[src/rtl/sts_pkg.sv]
// ----------------------------------------------------------------------------
// sts_pkg
// Shared widths, operation codes and constants of the stride task scheduler.
// ----------------------------------------------------------------------------
package sts_pkg;

  localparam int FUNC_W   = 2;
  localparam int SLOT_FW  = 4;
  localparam int PRIO_W   = 16;
  localparam int STRIDE_W = 32;
  localparam int SLICE_W  = 8;
  localparam int COUNT_W  = 5;
  localparam int QUO_W    = 31;
  localparam int DCNT_W   = 5;

  localparam int NUM_SLOTS_DEF = 16;

  localparam logic [FUNC_W-1:0] FN_ENQUEUE = 2'd0;
  localparam logic [FUNC_W-1:0] FN_DEQUEUE = 2'd1;
  localparam logic [FUNC_W-1:0] FN_PICK    = 2'd2;
  localparam logic [FUNC_W-1:0] FN_TICK    = 2'd3;

  localparam logic [SLICE_W-1:0] SLICE_RESET = 8'd5;
  localparam logic [QUO_W-1:0]   STRIDE_BIG  = 31'h7FFF_FFFF;
  localparam logic [DCNT_W-1:0]  DIV_LAST    = DCNT_W'(QUO_W - 1);

endpackage

[src/rtl/sts_req_if.sv]
// ----------------------------------------------------------------------------
// sts_req_if
// Request channel: one operation word per handshake.
// ----------------------------------------------------------------------------
interface sts_req_if;
  import sts_pkg::*;

  logic                valid;
  logic                ready;
  logic [FUNC_W-1:0]   func;
  logic [SLOT_FW-1:0]  task_slot;
  logic [PRIO_W-1:0]   task_priority;

  modport source (output valid, output func, output task_slot, output task_priority,
                  input ready);
  modport sink   (input valid, input func, input task_slot, input task_priority,
                  output ready);
endinterface

[src/rtl/sts_rsp_if.sv]
// ----------------------------------------------------------------------------
// sts_rsp_if
// Response channel: one result word per handshake.
// ----------------------------------------------------------------------------
interface sts_rsp_if;
  import sts_pkg::*;

  logic                valid;
  logic                ready;
  logic                pick_valid;
  logic [SLOT_FW-1:0]  picked_slot;
  logic                resched_needed;
  logic [COUNT_W-1:0]  queued_total;

  modport source (output valid, output pick_valid, output picked_slot,
                  output resched_needed, output queued_total, input ready);
  modport sink   (input valid, input pick_valid, input picked_slot,
                  input resched_needed, input queued_total, output ready);
endinterface

[src/rtl/stride_task_scheduler.sv]
// ----------------------------------------------------------------------------
// stride_task_scheduler
// Stride scheduler over a table of task slots with a shared serial divider.
// ----------------------------------------------------------------------------
// Usage:
//   req carries one operation word (enqueue, dequeue, pick next, tick) and
//   rsp returns exactly one result word per request, in order. cfg_we with
//   cfg_data writes slice_length; write it only while the block is idle.
//   req.ready is high only while the sequencer is idle, so one word is in
//   work at a time. Enqueue and dequeue go straight to the output stage;
//   tick first does one slice table read; pick runs the stride scan,
//   which reads one slot per cycle, then a restoring divider forms
//   0x7FFFFFFF / priority one quotient bit a cycle.
//   An empty pick skips the divider.
//   The result sits in an output register, so the next request is accepted
//   while rsp is stalled; that request then waits in its final state until
//   the output register frees.
//   Reset (rst, synchronous) empties the queue, clears strides and slices
//   and loads slice_length with 5; no clearing pass is needed.
// ----------------------------------------------------------------------------
module stride_task_scheduler #(
  parameter int NUM_SLOTS = sts_pkg::NUM_SLOTS_DEF
) (
  input  logic                         clk,
  input  logic                         rst,
  sts_req_if.sink                      req,
  sts_rsp_if.source                    rsp,
  input  logic                         cfg_we,
  input  logic [sts_pkg::SLICE_W-1:0]  cfg_data
);
  import sts_pkg::*;

  localparam int SLOT_W = $clog2(NUM_SLOTS);
  localparam logic [SLOT_W-1:0] LAST_SLOT = SLOT_W'(NUM_SLOTS - 1);

  typedef enum logic [2:0] {
    S_IDLE, S_TICK, S_SCAN, S_PRIO, S_DIV, S_ADD, S_DONE
  } state_t;

  state_t state;

  logic [STRIDE_W-1:0] stride_mem [NUM_SLOTS];
  logic [PRIO_W-1:0]   prio_mem   [NUM_SLOTS];
  logic [SLICE_W-1:0]  slice_mem  [NUM_SLOTS];

  logic [NUM_SLOTS-1:0] in_queue;
  logic [NUM_SLOTS-1:0] stride_ok;
  logic [NUM_SLOTS-1:0] slice_ok;
  logic [COUNT_W-1:0]   queue_count;
  logic [SLICE_W-1:0]   slice_length;

  logic [SLOT_W-1:0]    lat_slot;
  logic                 lat_ok;
  logic [SLOT_W-1:0]    rd_idx;
  logic                 rd_more;
  logic [SLOT_W-1:0]    cmp_idx;
  logic                 cmp_vld;
  logic [STRIDE_W-1:0]  stride_rd;
  logic                 found;
  logic [SLOT_W-1:0]    best;
  logic [STRIDE_W-1:0]  best_stride;
  logic [PRIO_W-1:0]    prio_rd;
  logic [SLICE_W-1:0]   slice_rd;
  logic [PRIO_W-1:0]    rem;
  logic [QUO_W-1:0]     quo;
  logic [DCNT_W-1:0]    div_cnt;

  logic                 res_pick;
  logic [SLOT_W-1:0]    res_slot;
  logic                 res_resched;

  logic                 out_valid;
  logic                 out_pick;
  logic [SLOT_FW-1:0]   out_slot;
  logic                 out_resched;
  logic [COUNT_W-1:0]   out_total;

  // Combinational helpers
  logic                 in_ok;
  logic [SLOT_W-1:0]    in_addr;
  logic [STRIDE_W-1:0]  stride_cur;
  logic [STRIDE_W-1:0]  stride_diff;
  logic                 take;
  logic [PRIO_W-1:0]    divisor;
  logic [PRIO_W:0]      trial;
  logic                 ge;
  logic [SLICE_W-1:0]   slice_cur;
  logic [SLICE_W-1:0]   slice_nxt;
  logic                 out_free;

  always_comb begin
    in_ok       = {{(32 - SLOT_FW){1'b0}}, req.task_slot} < 32'(NUM_SLOTS);
    in_addr     = SLOT_W'(req.task_slot);
    stride_cur  = stride_ok[cmp_idx] ? stride_rd : '0;
    stride_diff = stride_cur - best_stride;
    take        = in_queue[cmp_idx] && (!found || stride_diff[STRIDE_W-1]);
    divisor     = (prio_rd == '0) ? PRIO_W'(1) : prio_rd;
    trial       = {rem, STRIDE_BIG[DIV_LAST - div_cnt]};
    ge          = trial >= {1'b0, divisor};
    slice_cur   = slice_ok[lat_slot] ? slice_rd : '0;
    slice_nxt   = (slice_cur != '0) ? slice_cur - SLICE_W'(1) : '0;
    out_free    = !out_valid || rsp.ready;
  end

  assign req.ready          = (state == S_IDLE);
  assign rsp.valid          = out_valid;
  assign rsp.pick_valid     = out_pick;
  assign rsp.picked_slot    = out_slot;
  assign rsp.resched_needed = out_resched;
  assign rsp.queued_total   = out_total;

  always_ff @(posedge clk) begin
    if (rst) begin
      state        <= S_IDLE;
      in_queue     <= '0;
      stride_ok    <= '0;
      slice_ok     <= '0;
      queue_count  <= '0;
      slice_length <= SLICE_RESET;
      out_valid    <= 1'b0;
      rd_more      <= 1'b0;
      cmp_vld      <= 1'b0;
      found        <= 1'b0;
    end else begin
      if (cfg_we) begin
        slice_length <= cfg_data;
      end
      if (out_valid && rsp.ready && (state != S_DONE)) begin
        out_valid <= 1'b0;
      end

      unique case (state)
        S_IDLE: begin
          if (req.valid) begin
            lat_slot    <= in_addr;
            lat_ok      <= in_ok;
            res_pick    <= 1'b0;
            res_slot    <= '0;
            res_resched <= 1'b0;
            unique case (req.func)
              FN_ENQUEUE: begin
                if (in_ok) begin
                  prio_mem[in_addr]  <= (req.task_priority == '0) ? PRIO_W'(1)
                                                                  : req.task_priority;
                  slice_mem[in_addr] <= slice_length;
                  slice_ok[in_addr]  <= 1'b1;
                  if (!in_queue[in_addr]) begin
                    in_queue[in_addr] <= 1'b1;
                    queue_count       <= queue_count + COUNT_W'(1);
                  end
                end
                state <= S_DONE;
              end
              FN_DEQUEUE: begin
                if (in_ok && in_queue[in_addr]) begin
                  in_queue[in_addr] <= 1'b0;
                  queue_count       <= queue_count - COUNT_W'(1);
                end
                state <= S_DONE;
              end
              FN_PICK: begin
                rd_idx  <= '0;
                rd_more <= 1'b1;
                cmp_vld <= 1'b0;
                found   <= 1'b0;
                state   <= S_SCAN;
              end
              default: begin
                slice_rd <= slice_mem[in_addr];
                state    <= S_TICK;
              end
            endcase
          end
        end

        S_TICK: begin
          if (lat_ok) begin
            slice_mem[lat_slot] <= slice_nxt;
            res_resched         <= (slice_nxt == '0);
          end
          state <= S_DONE;
        end

        S_SCAN: begin
          // Read one slot, compare the one read last cycle
          if (rd_more) begin
            stride_rd <= stride_mem[rd_idx];
            cmp_idx   <= rd_idx;
            cmp_vld   <= 1'b1;
            if (rd_idx == LAST_SLOT) begin
              rd_more <= 1'b0;
            end else begin
              rd_idx <= rd_idx + SLOT_W'(1);
            end
          end else begin
            cmp_vld <= 1'b0;
          end
          if (cmp_vld) begin
            if (take) begin
              best        <= cmp_idx;
              best_stride <= stride_cur;
              found       <= 1'b1;
            end
            if (cmp_idx == LAST_SLOT) begin
              state <= S_PRIO;
            end
          end
        end

        S_PRIO: begin
          if (found) begin
            prio_rd <= prio_mem[best];
            rem     <= '0;
            quo     <= '0;
            div_cnt <= '0;
            state   <= S_DIV;
          end else begin
            state <= S_DONE;
          end
        end

        S_DIV: begin
          rem     <= ge ? PRIO_W'(trial - {1'b0, divisor}) : PRIO_W'(trial);
          quo     <= {quo[QUO_W-2:0], ge};
          div_cnt <= div_cnt + DCNT_W'(1);
          if (div_cnt == DIV_LAST) begin
            state <= S_ADD;
          end
        end

        S_ADD: begin
          stride_mem[best] <= best_stride + {1'b0, quo};
          stride_ok[best]  <= 1'b1;
          res_pick         <= 1'b1;
          res_slot         <= best;
          state            <= S_DONE;
        end

        S_DONE: begin
          if (out_free) begin
            out_valid   <= 1'b1;
            out_pick    <= res_pick;
            out_slot    <= SLOT_FW'(res_slot);
            out_resched <= res_resched;
            out_total   <= queue_count;
            state       <= S_IDLE;
          end
        end

        default: state <= S_IDLE;
      endcase
    end
  end

endmodule

[src/flat_wrapper.sv]
// flat-port wrapper written by rule: the top's interface ports become plain ports
module stride_task_scheduler_flat import sts_pkg::*;
#(
  parameter int NUM_SLOTS = sts_pkg::NUM_SLOTS_DEF
)
  (clk, rst, cfg_we, cfg_data, req_valid, req_func, req_task_slot, req_task_priority, req_ready, rsp_valid, rsp_pick_valid, rsp_picked_slot, rsp_resched_needed, rsp_queued_total, rsp_ready);
  sts_req_if req_i ();
  sts_rsp_if rsp_i ();
  input  logic clk;
  input  logic rst;
  input  logic cfg_we;
  input  logic [sts_pkg::SLICE_W-1:0] cfg_data;
  input wire logic [$bits(req_i.valid)-1:0] req_valid;
  input wire logic [$bits(req_i.func)-1:0] req_func;
  input wire logic [$bits(req_i.task_slot)-1:0] req_task_slot;
  input wire logic [$bits(req_i.task_priority)-1:0] req_task_priority;
  output wire logic [$bits(req_i.ready)-1:0] req_ready;
  output wire logic [$bits(rsp_i.valid)-1:0] rsp_valid;
  output wire logic [$bits(rsp_i.pick_valid)-1:0] rsp_pick_valid;
  output wire logic [$bits(rsp_i.picked_slot)-1:0] rsp_picked_slot;
  output wire logic [$bits(rsp_i.resched_needed)-1:0] rsp_resched_needed;
  output wire logic [$bits(rsp_i.queued_total)-1:0] rsp_queued_total;
  input wire logic [$bits(rsp_i.ready)-1:0] rsp_ready;
  assign req_i.valid = req_valid;
  assign req_i.func = req_func;
  assign req_i.task_slot = req_task_slot;
  assign req_i.task_priority = req_task_priority;
  assign req_ready = req_i.ready;
  assign rsp_valid = rsp_i.valid;
  assign rsp_pick_valid = rsp_i.pick_valid;
  assign rsp_picked_slot = rsp_i.picked_slot;
  assign rsp_resched_needed = rsp_i.resched_needed;
  assign rsp_queued_total = rsp_i.queued_total;
  assign rsp_i.ready = rsp_ready;
  stride_task_scheduler #(.NUM_SLOTS(NUM_SLOTS)) u_core (.clk(clk), .rst(rst), .req(req_i), .rsp(rsp_i), .cfg_we(cfg_we), .cfg_data(cfg_data));
endmodule
[config.mk]
export PLATFORM = sky130hd
export DESIGN_NAME = stride_task_scheduler_flat
export DESIGN_NICKNAME = d
export VERILOG_FILES = /design/src/rtl/sts_pkg.sv /design/src/rtl/sts_req_if.sv /design/src/rtl/sts_rsp_if.sv /design/src/rtl/stride_task_scheduler.sv /design/src/flat_wrapper.sv
export SDC_FILE = /design/constraint.sdc
export NUM_CORES = 1
export LEC_CHECK = 0
export BUFFER_PORTS_ARGS = -buffer_cell sky130_fd_sc_hd__buf_2
export CELL_PAD_IN_SITES_DETAIL_PLACEMENT = 1
export CELL_PAD_IN_SITES_GLOBAL_PLACEMENT = 1
export CORE_MARGIN = 8
export CORE_UTILIZATION = 60
export CTS_BUF_LIST = sky130_fd_sc_hd__clkbuf_4
export DETAILED_ROUTE_END_ITERATION = 6
export MAX_ROUTING_LAYER = met4
export PLACE_DENSITY_LB_ADDON = 0.12
export SYNTH_ARGS = -nofsm -noshare
export SYNTH_HDL_FRONTEND = slang
export SYNTH_SLANG_ARGS = --single-unit
[constraint.sdc]
create_clock -name clk -period 12.5 [get_ports clk]
set_clock_uncertainty 0.2 [all_clocks]
set_input_delay 1.25 -clock clk [delete_from_list [all_inputs] [get_ports clk]]
set_output_delay 1.25 -clock clk [all_outputs]
set_load 0.005 [all_outputs]
==> results of run 1 <==
## worst reg2reg max path, stage by stage, from the launching register on
cell       delay [ns]
edfxtp_1         0.71
mux4_2           0.58
mux4_2           0.76
and2_1           0.29
ha_1             0.32
nand4_1          0.10
nor2_1           0.19
nand3_1          0.15
a2111oi_1        0.52
nor3_2           0.10
and2_1           0.20
a2111oi_4        0.78
buf_4            0.47
## per-stage QoR
step,power [mW],cells
after floorplan,5.178,2495
after global placement,5.451,3510
after detailed placement,5.509,3510
after CTS,8.609,4006
after global routing,8.860,4010
final,8.534,4010
## final cells by class
class                   count  area share
flip-flops and latches   1137      0.6456
multi-input cells        1121      0.2394
clock buffers             418     0.06055
well taps                1040     0.02511
repair buffers            106     0.01333
clock inverters            78    0.008087
inverters                 107    0.007749
diodes                      3   0.0001448
## cell usage in the layout, fill, tap and decap left out, drive strengths merged, types with 14 or more instances in the layout
cell / synthesis / routed
dfxtp: 68 / 68
nor2: 145 / 145
a21o: 22 / 22
a211oi: 30 / 30
nand3: 30 / 30
clkbuf: 101 / 418
clkinv: 0 / 70
ha: 83 / 83
nor3: 25 / 25
o21ai: 43 / 43
o21a: 14 / 14
nand2: 57 / 57
inv: 107 / 111
o22ai: 33 / 33
a21oi: 50 / 50
and2: 67 / 67
buf: 29 / 106
xnor2: 35 / 35
mux4: 300 / 300
xor2: 14 / 14
nand2b: 17 / 17
nor2b: 15 / 15
edfxtp: 1069 / 1069
## power by group
group          internal (mW)  leakage (nW)  switching [mW]
Combinational          0.382          5.06           0.604
Clock                   1.62          2.13            1.49
Sequential              4.38          10.2          0.0591
Total                   6.39          17.4            2.15
## flip-flops by register name, indices dropped and copies added (netlist names), 5 cells and up, named ones only
| name | count |
|---|---|
| u_core.best_stride | 32 |
| u_core.div_cnt | 5 |
| u_core.prio_mem | 256 |
| u_core.prio_rd | 16 |
| u_core.queue_count | 5 |
| u_core.quo | 31 |
| u_core.rem | 16 |
| u_core.rsp.queued_total | 5 |
| u_core.slice_length | 8 |
| u_core.slice_mem | 128 |
| u_core.slice_ok | 16 |
| u_core.slice_rd | 8 |
| u_core.stride_mem | 512 |
| u_core.stride_ok | 16 |
| u_core.stride_rd | 32 |
## per-layer routing
layer	wire [um]	track usage	vias up
li1	-	-	10730
met1	46070	0.3592	13140
met2	55550	0.4250	1095
met3	8281	0.06219	204
met4	2739	0.09228	0
met5	0	-	-
## worst max-delay path by stage
stage	depth (start not counted)	slack, ns	startpoint	to
after detailed placement	12	6.73	u_core.cmp_idx[0]$_DFFE_PP_	u_core.best[2]$_DFFE_PP_
after CTS	12	6.67	u_core.cmp_idx[0]$_DFFE_PP_	u_core.best_stride[25]$_DFFE_PP_
after global placement	12	6.90	u_core.cmp_idx[0]$_DFFE_PP_	u_core.best[2]$_DFFE_PP_
after global routing	12	6.36	u_core.cmp_idx[0]$_DFFE_PP_	u_core.best_stride[17]$_DFFE_PP_
final	12	6.75	u_core.cmp_idx[0]$_DFFE_PP_	u_core.best_stride[28]$_DFFE_PP_
after floorplan	13	6.36	u_core.cmp_idx[0]$_DFFE_PP_	u_core.best[0]$_DFFE_PP_
## logic make-up (layout without fill, tap and decap cells)
| group | after synthesis | count (layout) | share of synthesized area |
|---|---|---|---|
| flip-flops | 1137 | 1137 | 0.7191 |
| AND/OR/NAND/NOR | 414 | 414 | 0.04388 |
| multiplexers | 313 | 313 | 0.1480 |
| AO/OA/AOI/OAI | 259 | 259 | 0.03689 |
| buffers and inverters | 237 | 709 | 0.01931 |
| adder cells (fa/ha/maj) | 86 | 86 | 0.02361 |
| XOR/XNOR | 49 | 49 | 0.009223 |
| other | 0 | 3 | 0 |
==> run_results.csv, run 1 <==
group,metric,value,unit
critical_path,slowest_stage,"a2111oi_4",
route,drc,0,
global_route,grt_remaining_overflow,0,
floorplan,fp.dieW,294.5,um
placed_design,gp_congestion,0.8347,
sta,setup_violations,0,
placed_design,dp_slack,6.733,ns
clock_network,cts_tree,"yes",
layout,multi_input_area,12410,um^2
critical_path,crit_arrival,6.25,ns
power,power.density,164.7,nW/um^2
layout,drive_above_1_share,0.3003,
critical_path,critical_path_class,"reg2reg",
route,wl,112600,um
yosys,synth_area_leaders,"edfxtp_1 69%, mux4_2 15%, dfxtp_1 2.9%",
critical_path,crit_buf_inv,1,
floorplan,die_h,294.5,um
clock_network,cts_sinks,1137,
sta,tightest_slew,1.341,ns
global_route,grt_antenna_before_repair,6,
clock_network,clock-root-buffer,"clkbuf_4",
power,leakage,17.40,nW
clock_network,clock_latency,1.13,ns
critical_path,worstSetupEndpointType,"flop",
layout,register_area,33460,um^2
status,status,"complete, no violations",
critical_path,reg2reg_from,"u_core.cmp_idx[0]$_DFFE_PP_",
layout,fill_cells,6663,
layout,fin_nets,2895,
yosys,synth_area_leader_cell,"edfxtp_1",
layout,final_util,0.6724,
clock_network,cts_resized,0,
sta,slew_violations,0,
critical_path,path_max_fanout,33,
yosys,yosysSeqAreaShare,0.7191,
yosys,syn_avg_cell_area,18.65,um^2
clock_network,clkTransAtPathRegs,0.07,ns
yosys,async_reset_ff_frac,0,
floorplan,rows,102,
yosys,ys_top_cells_by_count,"1069 x edfxtp_1, 300 x mux4_2, 145 x nor2_1, 107 x inv_1, 101 x clkbuf_1",
yosys,yosysMostFrequentCell,"edfxtp_1",
worst_hold_path,hold_path.class,"in2reg",
sta,tns,0,ns
sta,period_needed,5.750,ns
yosys,synth.top_cell.area_share,0.6898,
critical_path,rrSetupSlack,6.75,ns
sta,post-route-period-util,0.4600,
route,routedWlPerCell,28.09,um
route,drt_iter0_drc,2092,
yosys,synth_warnings,0,
sta,hold_ws,0.1819,ns
floorplan,ios,48,
route,ant_nets,0,
floorplan,die_area,86720,um^2
route,drtPass1Iterations,5,
sta,finalHoldViolations,0,
layout,syn_to_final_growth,11.38,%
sta,layout_setup_ws,6.750,ns
global_route,grt_max_degree,97,
critical_path,r2r-end,"u_core.best_stride[28]$_DFFE_PP_",
global_route,grt_pass1_wl,169800,um
clock_network,cts_buffers,301,
floorplan,core,77080,um^2
yosys,syn_inst,2495,
sta,maxSlewHeadroom,0.09984,
route,vias_per_cell,6.277,
layout,fin_area,51830,um^2
global_route,grt_pass1_vias,27630,
critical_path,slowest_delay,0.78,ns
clock_network,post_cts.repair.setup_buffers,0,
placed_design,placed_area,48230,um^2
sta,max_freq,0.1739,GHz
clock_network,ctsHoldBuffers,0,
placed_design,post-dp-hpwl,67080,um
worst_hold_path,hold-path-endpoint,"u_core.slice_length[2]$_SDFFE_PP1P_",
worst_hold_path,hold_start,"cfg_data[2]",
route,vias,25170,
critical_path,required,13.00,ns
yosys,syn_area,46530,um^2
clock_network,htreeDepth,5,
placed_design,io_buffer_count,47,
floorplan,initial_core_util,0.6037,
yosys,ys_ff_latch,1137,
power,ir_drop,93.95,uV
run,cap_violations,0,
critical_path,crit_chain,"mux4_2, mux4_2, and2_1, ha_1, nand4_1, nor2_1, nand3_1, a2111oi_1, nor3_2, and2_1, a2111oi_4, buf_4",
sta,rsz0062_at_grt,"false",
yosys,synth_top_flop_cell,"edfxtp_1",
global_route,grt_usage,0.2728,
critical_path,worstSetupStartpointType,"flop",
critical_path,crit_family,"multiplexers",
yosys,synthDistinctLibCells,65,
yosys,synth_edf_count,1069,
worst_hold_path,whs_path_depth,2,
critical_path,reg2reg_depth,12,
clock_network,clk_path_buf_depth,4,
yosys,syn-num-nets,2616,
(Power assumes the default switching activity.)
==> inputs of run 2 (changes only) <==
--- a/config.mk
+++ b/config.mk
@@ -9,7 +9,7 @@
 export CELL_PAD_IN_SITES_DETAIL_PLACEMENT = 1
 export CELL_PAD_IN_SITES_GLOBAL_PLACEMENT = 1
 export CORE_MARGIN = 8
-export CORE_UTILIZATION = 60
+export CORE_UTILIZATION = 57
 export CTS_BUF_LIST = sky130_fd_sc_hd__clkbuf_4
 export DETAILED_ROUTE_END_ITERATION = 6
 export MAX_ROUTING_LAYER = met4
==> constraint.sdc (replaced) <==
create_clock -name clk -period 5.6 [get_ports clk]
set_clock_uncertainty 0.2 [all_clocks]
set_input_delay 0.56 -clock clk [delete_from_list [all_inputs] [get_ports clk]]
set_output_delay 0.56 -clock clk [all_outputs]
set_load 0.005 [all_outputs]
==> run_results.csv, run 2 (synthesis gave the netlist of run 1 again) <==
group,metric,value,unit
status,status,"complete, no violations",
sta,max_freq,0.2012,GHz
global_route,grt_antenna_before_repair,9,
route,drc,0,
sta,finalHoldViolations,0,
global_route,grt_max_degree,82,
floorplan,initial_core_util,0.5768,
layout,register_area,33460,um^2
sta,setup_violations,0,
critical_path,required,6.15,ns
power,p_seq_frac,0.514,
global_route,grt_pass1_vias,27600,
layout,reg_top3,"u_core.stride_mem (512), u_core.prio_mem (256), u_core.slice_mem (128)",
route,routedWlPerCell,27.79,um
power,clkPwrFrac,0.370,
floorplan,ios,48,
route,ant_nets,0,
clock_network,post_cts.repair.setup_buffers,0,
layout,top_register,"u_core.stride_mem",
layout,fill_cells,6982,
clock_network,htreeDepth,5,
sta,rsz0062_at_grt,"false",
layout,fin_nets,2966,
route,drtPass1Iterations,5,
floorplan,rows,104,
power,p_comb_frac,0.116,
floorplan,die_h,301.7,um
power,leakage,17.77,nW
sta,slew_violations,0,
sta,post-route-period-util,0.8876,
sta,maxSlewHeadroom,0.06760,
layout,final_cell_mix,"1069 x edfxtp_1, 426 x clkbuf_4, 300 x mux4_2",
clock_network,ctsHoldBuffers,58,
critical_path,crit_arrival,5.52,ns
layout,multi_input_area,12390,um^2
clock_network,clock_latency,1.14,ns
clock_network,clkTransAtPathRegs,0.07,ns
clock_network,cts_tree,"yes",
critical_path,rrSetupSlack,0.63,ns
layout,drive_above_1_share,0.2974,
layout,syn_to_final_growth,13.14,%
power,ir_drop,310.3,uV
placed_design,gp_congestion,0.8389,
power,power.density,366.4,nW/um^2
critical_path,worstSetupStartpointType,"flop",
clock_network,cts_buffers,305,
clock_network,clk_path_buf_depth,4,
clock_network,clock-root-buffer,"clkbuf_4",
power,swShare,0.2507,
layout,largest_reg_flops,512,
global_route,grt_pass1_wl,172000,um
placed_design,post-dp-hpwl,67600,um
route,vias,25510,
critical_path,worstSetupEndpointType,"flop",
sta,period_needed,4.971,ns
layout,final_util,0.6526,
global_route,grt_usage,0.2638,
clock_network,cts_sinks,1137,
critical_path,critical_path_class,"reg2reg",
clock_network,cts_resized,0,
floorplan,core,80680,um^2
sta,tns,0,ns
route,wl,114400,um
sta,tightest_slew,1.389,ns
power,power.switching,4.837,mW
placed_design,io_buffer_count,47,
floorplan,fp.dieW,301.7,um
power,internal_power,14.45,mW
layout,layout_commonest_cell,"edfxtp_1",
floorplan,die_area,91040,um^2
route,vias_per_cell,6.198,
route,drt_iter0_drc,2409,
run,cap_violations,0,
critical_path,path_max_fanout,33,
global_route,grt_remaining_overflow,0,
worst_hold_path,hold_path.class,"in2reg",
[run 2: cell types whose count changed in the layout (fill, tap and decap cells not counted), moves of 2 or more]
cell,before,now
buf_12,1,3
buf_4,58,65
bufinv_16,4,6
clkbuf_4,418,426
clkinv_1,59,66
clkinv_2,9,4
diode_2,3,5
dlygate4sd3_1,0,58
inv_2,4,9
xnor2_1,32,34
xnor2_2,3,1
[run 2: final cells by class]
type                       count  area share
sequential                  1137      0.6356
multi-input combinational   1121      0.2354
clock buffer                 426     0.06074
timing repair buffer         173     0.02590
tap                         1060     0.02519
clock inverter                86    0.009316
inverter                     107    0.007629
antenna                        5   0.0002377
[run 2: final timing paths]
path	startpoint	to	cells after the start
worst min-delay path	req_task_priority[15]	u_core.prio_mem[11][15]$_DFFE_PP_	2
worst max-delay path	u_core.cmp_idx[0]$_DFFE_PP_	u_core.best_stride[18]$_DFFE_PP_	12
worst max register to register	u_core.cmp_idx[0]$_DFFE_PP_	u_core.best_stride[18]$_DFFE_PP_	12
worst min register to register	u_core.res_slot[2]$_SDFFCE_PN0P_	u_core.rsp.picked_slot[2]$_DFFE_PP_	0
[run 2: routing by layer]
layer | global-route usage | part of all wire | vias to the layer above
met5 | - | 0 | -
met4 | 0.09200 | 0.025 | 0
met3 | 0.06445 | 0.072 | 211
met2 | 0.4062 | 0.49 | 1065
met1 | 0.3471 | 0.42 | 13340
li1 | - | - | 10890
[run 2: critical path: stages (launching register included)]
cell and delay (ns):
edfxtp_1 0.52, mux4_2 0.56, mux4_2 0.74, and2_1 0.31, ha_1 0.31, nand4_1 0.12
nor2_1 0.16, nand3_1 0.15, a2111oi_1 0.55, nor3_2 0.10, and2_1 0.20, a2111oi_4 0.30
buf_4 0.35
[run 2: per-stage QoR]
stage                     setup WS [ns]  cell area [um^2]  instances  total power [mW]  hold WS [ns]
after detailed placement         0.6460             48360       3540             12.29        0.2099
after global routing             0.3254             52650       4115             20.06       0.06994
final                            0.6295             52650       4115             19.29        0.1588
after floorplan                  0.4367             46550       2495             11.56        0.2003
after CTS                        0.5600             52630       4110             19.47     0.0003000
after global placement           0.7958             48360       3540             12.19        0.2010
[run 2: power by group through the flow]
stage | sequential, mW | combinational [mW] | clock, mW
global placement | 10.1 | 2.11 | 0
detailed placement | 10.1 | 2.19 | 0
finish | 9.91 | 2.24 | 7.14
CTS | 9.91 | 2.25 | 7.31
floorplan | 10.0 | 1.55 | 0
global route | 9.93 | 2.43 | 7.70
==> inputs of run 3 (changes only) <==
--- a/config.mk
+++ b/config.mk
@@ -13,7 +13,7 @@
 export CTS_BUF_LIST = sky130_fd_sc_hd__clkbuf_4
 export DETAILED_ROUTE_END_ITERATION = 6
 export MAX_ROUTING_LAYER = met4
-export PLACE_DENSITY_LB_ADDON = 0.12
+export PLACE_DENSITY = 0.83
 export SYNTH_ARGS = -nofsm -noshare
 export SYNTH_HDL_FRONTEND = slang
 export SYNTH_SLANG_ARGS = --single-unit
==> run_results.csv, run 3 (synthesis gave the netlist of run 1 again) <==
group,metric,value,unit
layout,syn_to_final_growth,12.77,%
route,drtPass1Iterations,5,
floorplan,fp.dieW,301.7,um
route,vias_per_cell,6.530,
layout,layout_commonest_cell,"edfxtp_1",
critical_path,slowest_stage,"mux4_2",
clock_network,clk_path_buf_depth,4,
route,routedWlPerCell,30.91,um
layout,final_util,0.6504,
critical_path,crit_chain,"mux4_2, mux4_2, and2_1, ha_1, nor2b_1, a311o_1, nand3_1, a2111oi_1, nor3_2, and2_1, a2111oi_4, buf_4",
sta,slew_violations,0,
critical_path,worstSetupStartpointType,"flop",
worst_hold_path,hold_path.class,"in2reg",
layout,final_cell_mix,"1069 x edfxtp_1, 414 x clkbuf_4, 300 x mux4_2",
sta,hold_ws,0.1654,ns
sta,tns,0,ns
layout,fin_nets,2958,
route,drt_iter0_drc,3103,
sta,layout_setup_ws,0.2175,ns
global_route,grt_max_degree,132,
sta,rsz0062_at_grt,"false",
route,vias,26690,
clock_network,cts_tree,"yes",
critical_path,critical_path_class,"reg2reg",
sta,finalHoldViolations,0,
clock_network,clock-root-buffer,"clkbuf_4",
layout,largest_reg_flops,512,
floorplan,core,80680,um^2
layout,drive_above_1_share,0.2956,
critical_path,slowest_delay,0.75,ns
critical_path,crit_start,"u_core.cmp_idx[0]$_DFFE_PP_",
route,wl,126300,um
worst_hold_path,hold_start,"req_task_priority[5]",
floorplan,die_area,91040,um^2
layout,fin_area,52480,um^2
placed_design,io_buffer_count,47,
placed_design,placed_area,48310,um^2
clock_network,cts_sinks,1137,
floorplan,ios,48,
critical_path,path_max_fanout,33,
sta,tightest_slew,1.466,ns
floorplan,die_h,301.7,um
sta,post-route-period-util,0.9612,
clock_network,post_cts.repair.setup_buffers,0,
global_route,grt_pass1_vias,28900,
critical_path,rrSetupSlack,0.22,ns
power,leakage,17.69,nW
clock_network,htreeDepth,5,
clock_network,cts_buffers,301,
global_route,grt_antenna_before_repair,3,
clock_network,clkTransAtPathRegs,0.08,ns
placed_design,gp_congestion,0.9154,
sta,max_freq,0.1858,GHz
clock_network,ctsHoldBuffers,59,
critical_path,endpoint,"u_core.best_stride[24]$_DFFE_PP_",
critical_path,worstSetupEndpointType,"flop",
layout,fin_cells,4087,
power,power.density,368.5,nW/um^2
route,drc,0,
power,power,19.34,mW
critical_path,crit_arrival,5.93,ns
route,ant_nets,0,
critical_path,reg2reg_from,"u_core.cmp_idx[0]$_DFFE_PP_",
placed_design,dpl.cell_count,3534,
critical_path,r2r-end,"u_core.best_stride[24]$_DFFE_PP_",
critical_path,required,6.15,ns
sta,period_needed,5.383,ns
global_route,grt_pass1_wl,187700,um
clock_network,cts_resized,0,
run,cap_violations,0,
sta,setup_violations,0,
sta,maxSlewHeadroom,0.01595,
power,ir_drop,230.1,uV
placed_design,dp_slack,0.3184,ns
placed_design,post-dp-hpwl,69550,um
floorplan,rows,104,
status,status,"complete, no violations",
layout,reg_top3,"u_core.stride_mem (512), u_core.prio_mem (256), u_core.slice_mem (128)",
global_route,grt_usage,0.2889,
layout,top_register,"u_core.stride_mem",
critical_path,reg2reg_depth,12,
floorplan,initial_core_util,0.5768,
clock_network,clock_latency,1.15,ns
global_route,grt_remaining_overflow,0,
==> run 3: cell types whose count changed in the layout (fill, tap and decap cells not counted), sizes merged <==
cell / delta
clkinv: -8
inv: -1
diode: -2
bufinv: -1
buf: -5
dlygate4sd3: +1
clkbuf: -12
==> run 3: final cells by class <==
class                           count  area [um^2]
Antenna cell                        3        7.507
Clock buffer                      414         3108
Clock inverter                     76        429.2
Fill cell                        6993        28200
Inverter                          107        401.6
Multi-Input combinational cell   1121        12410
Sequential cell                  1137        33460
Tap cell                         1060         1326
Timing Repair Buffer              169         1334
==> run 3: report_power, final <==
part           switching, mW  internal [mW]
Clock                   3.47           3.63
Combinational           1.41          0.888
Sequential             0.160           9.78
==> run 3: worst max-delay path: cells and delay by family (launching register included) <==
family          cells  cell delay [ns]
simple gates        5             0.90
flops               1             0.72
fa+ha+maj           1             0.32
buf+inv             1             0.43
compound gates      3             1.09
mux                 2             1.33
==> run 3: metal layers <==
| metal | routed length, um | global-route usage | share of wire |
|---|---|---|---|
| met1 | 48100 | 0.3596 | 0.38 |
| met2 | 63460 | 0.4684 | 0.50 |
| met3 | 9850 | 0.06130 | 0.078 |
| met4 | 4920 | 0.1124 | 0.039 |
| met5 | 0 | - | 0 |
==> run 3: how the worst min path moves through the flow <==
stage	cells past startpoint	slack, ns	end
final	2	0.17	u_core.prio_mem[7][5]$_DFFE_PP_
after global routing	2	0.09	u_core.prio_mem[14][4]$_DFFE_PP_
after CTS	2	0.03	u_core.prio_mem[10][9]$_DFFE_PP_
after detailed placement	0	0.21	u_core.rsp.picked_slot[2]$_DFFE_PP_
after global placement	0	0.21	u_core.rsp.resched_needed$_DFFE_PP_
after floorplan	0	0.20	u_core.rsp.pick_valid$_DFFE_PP_
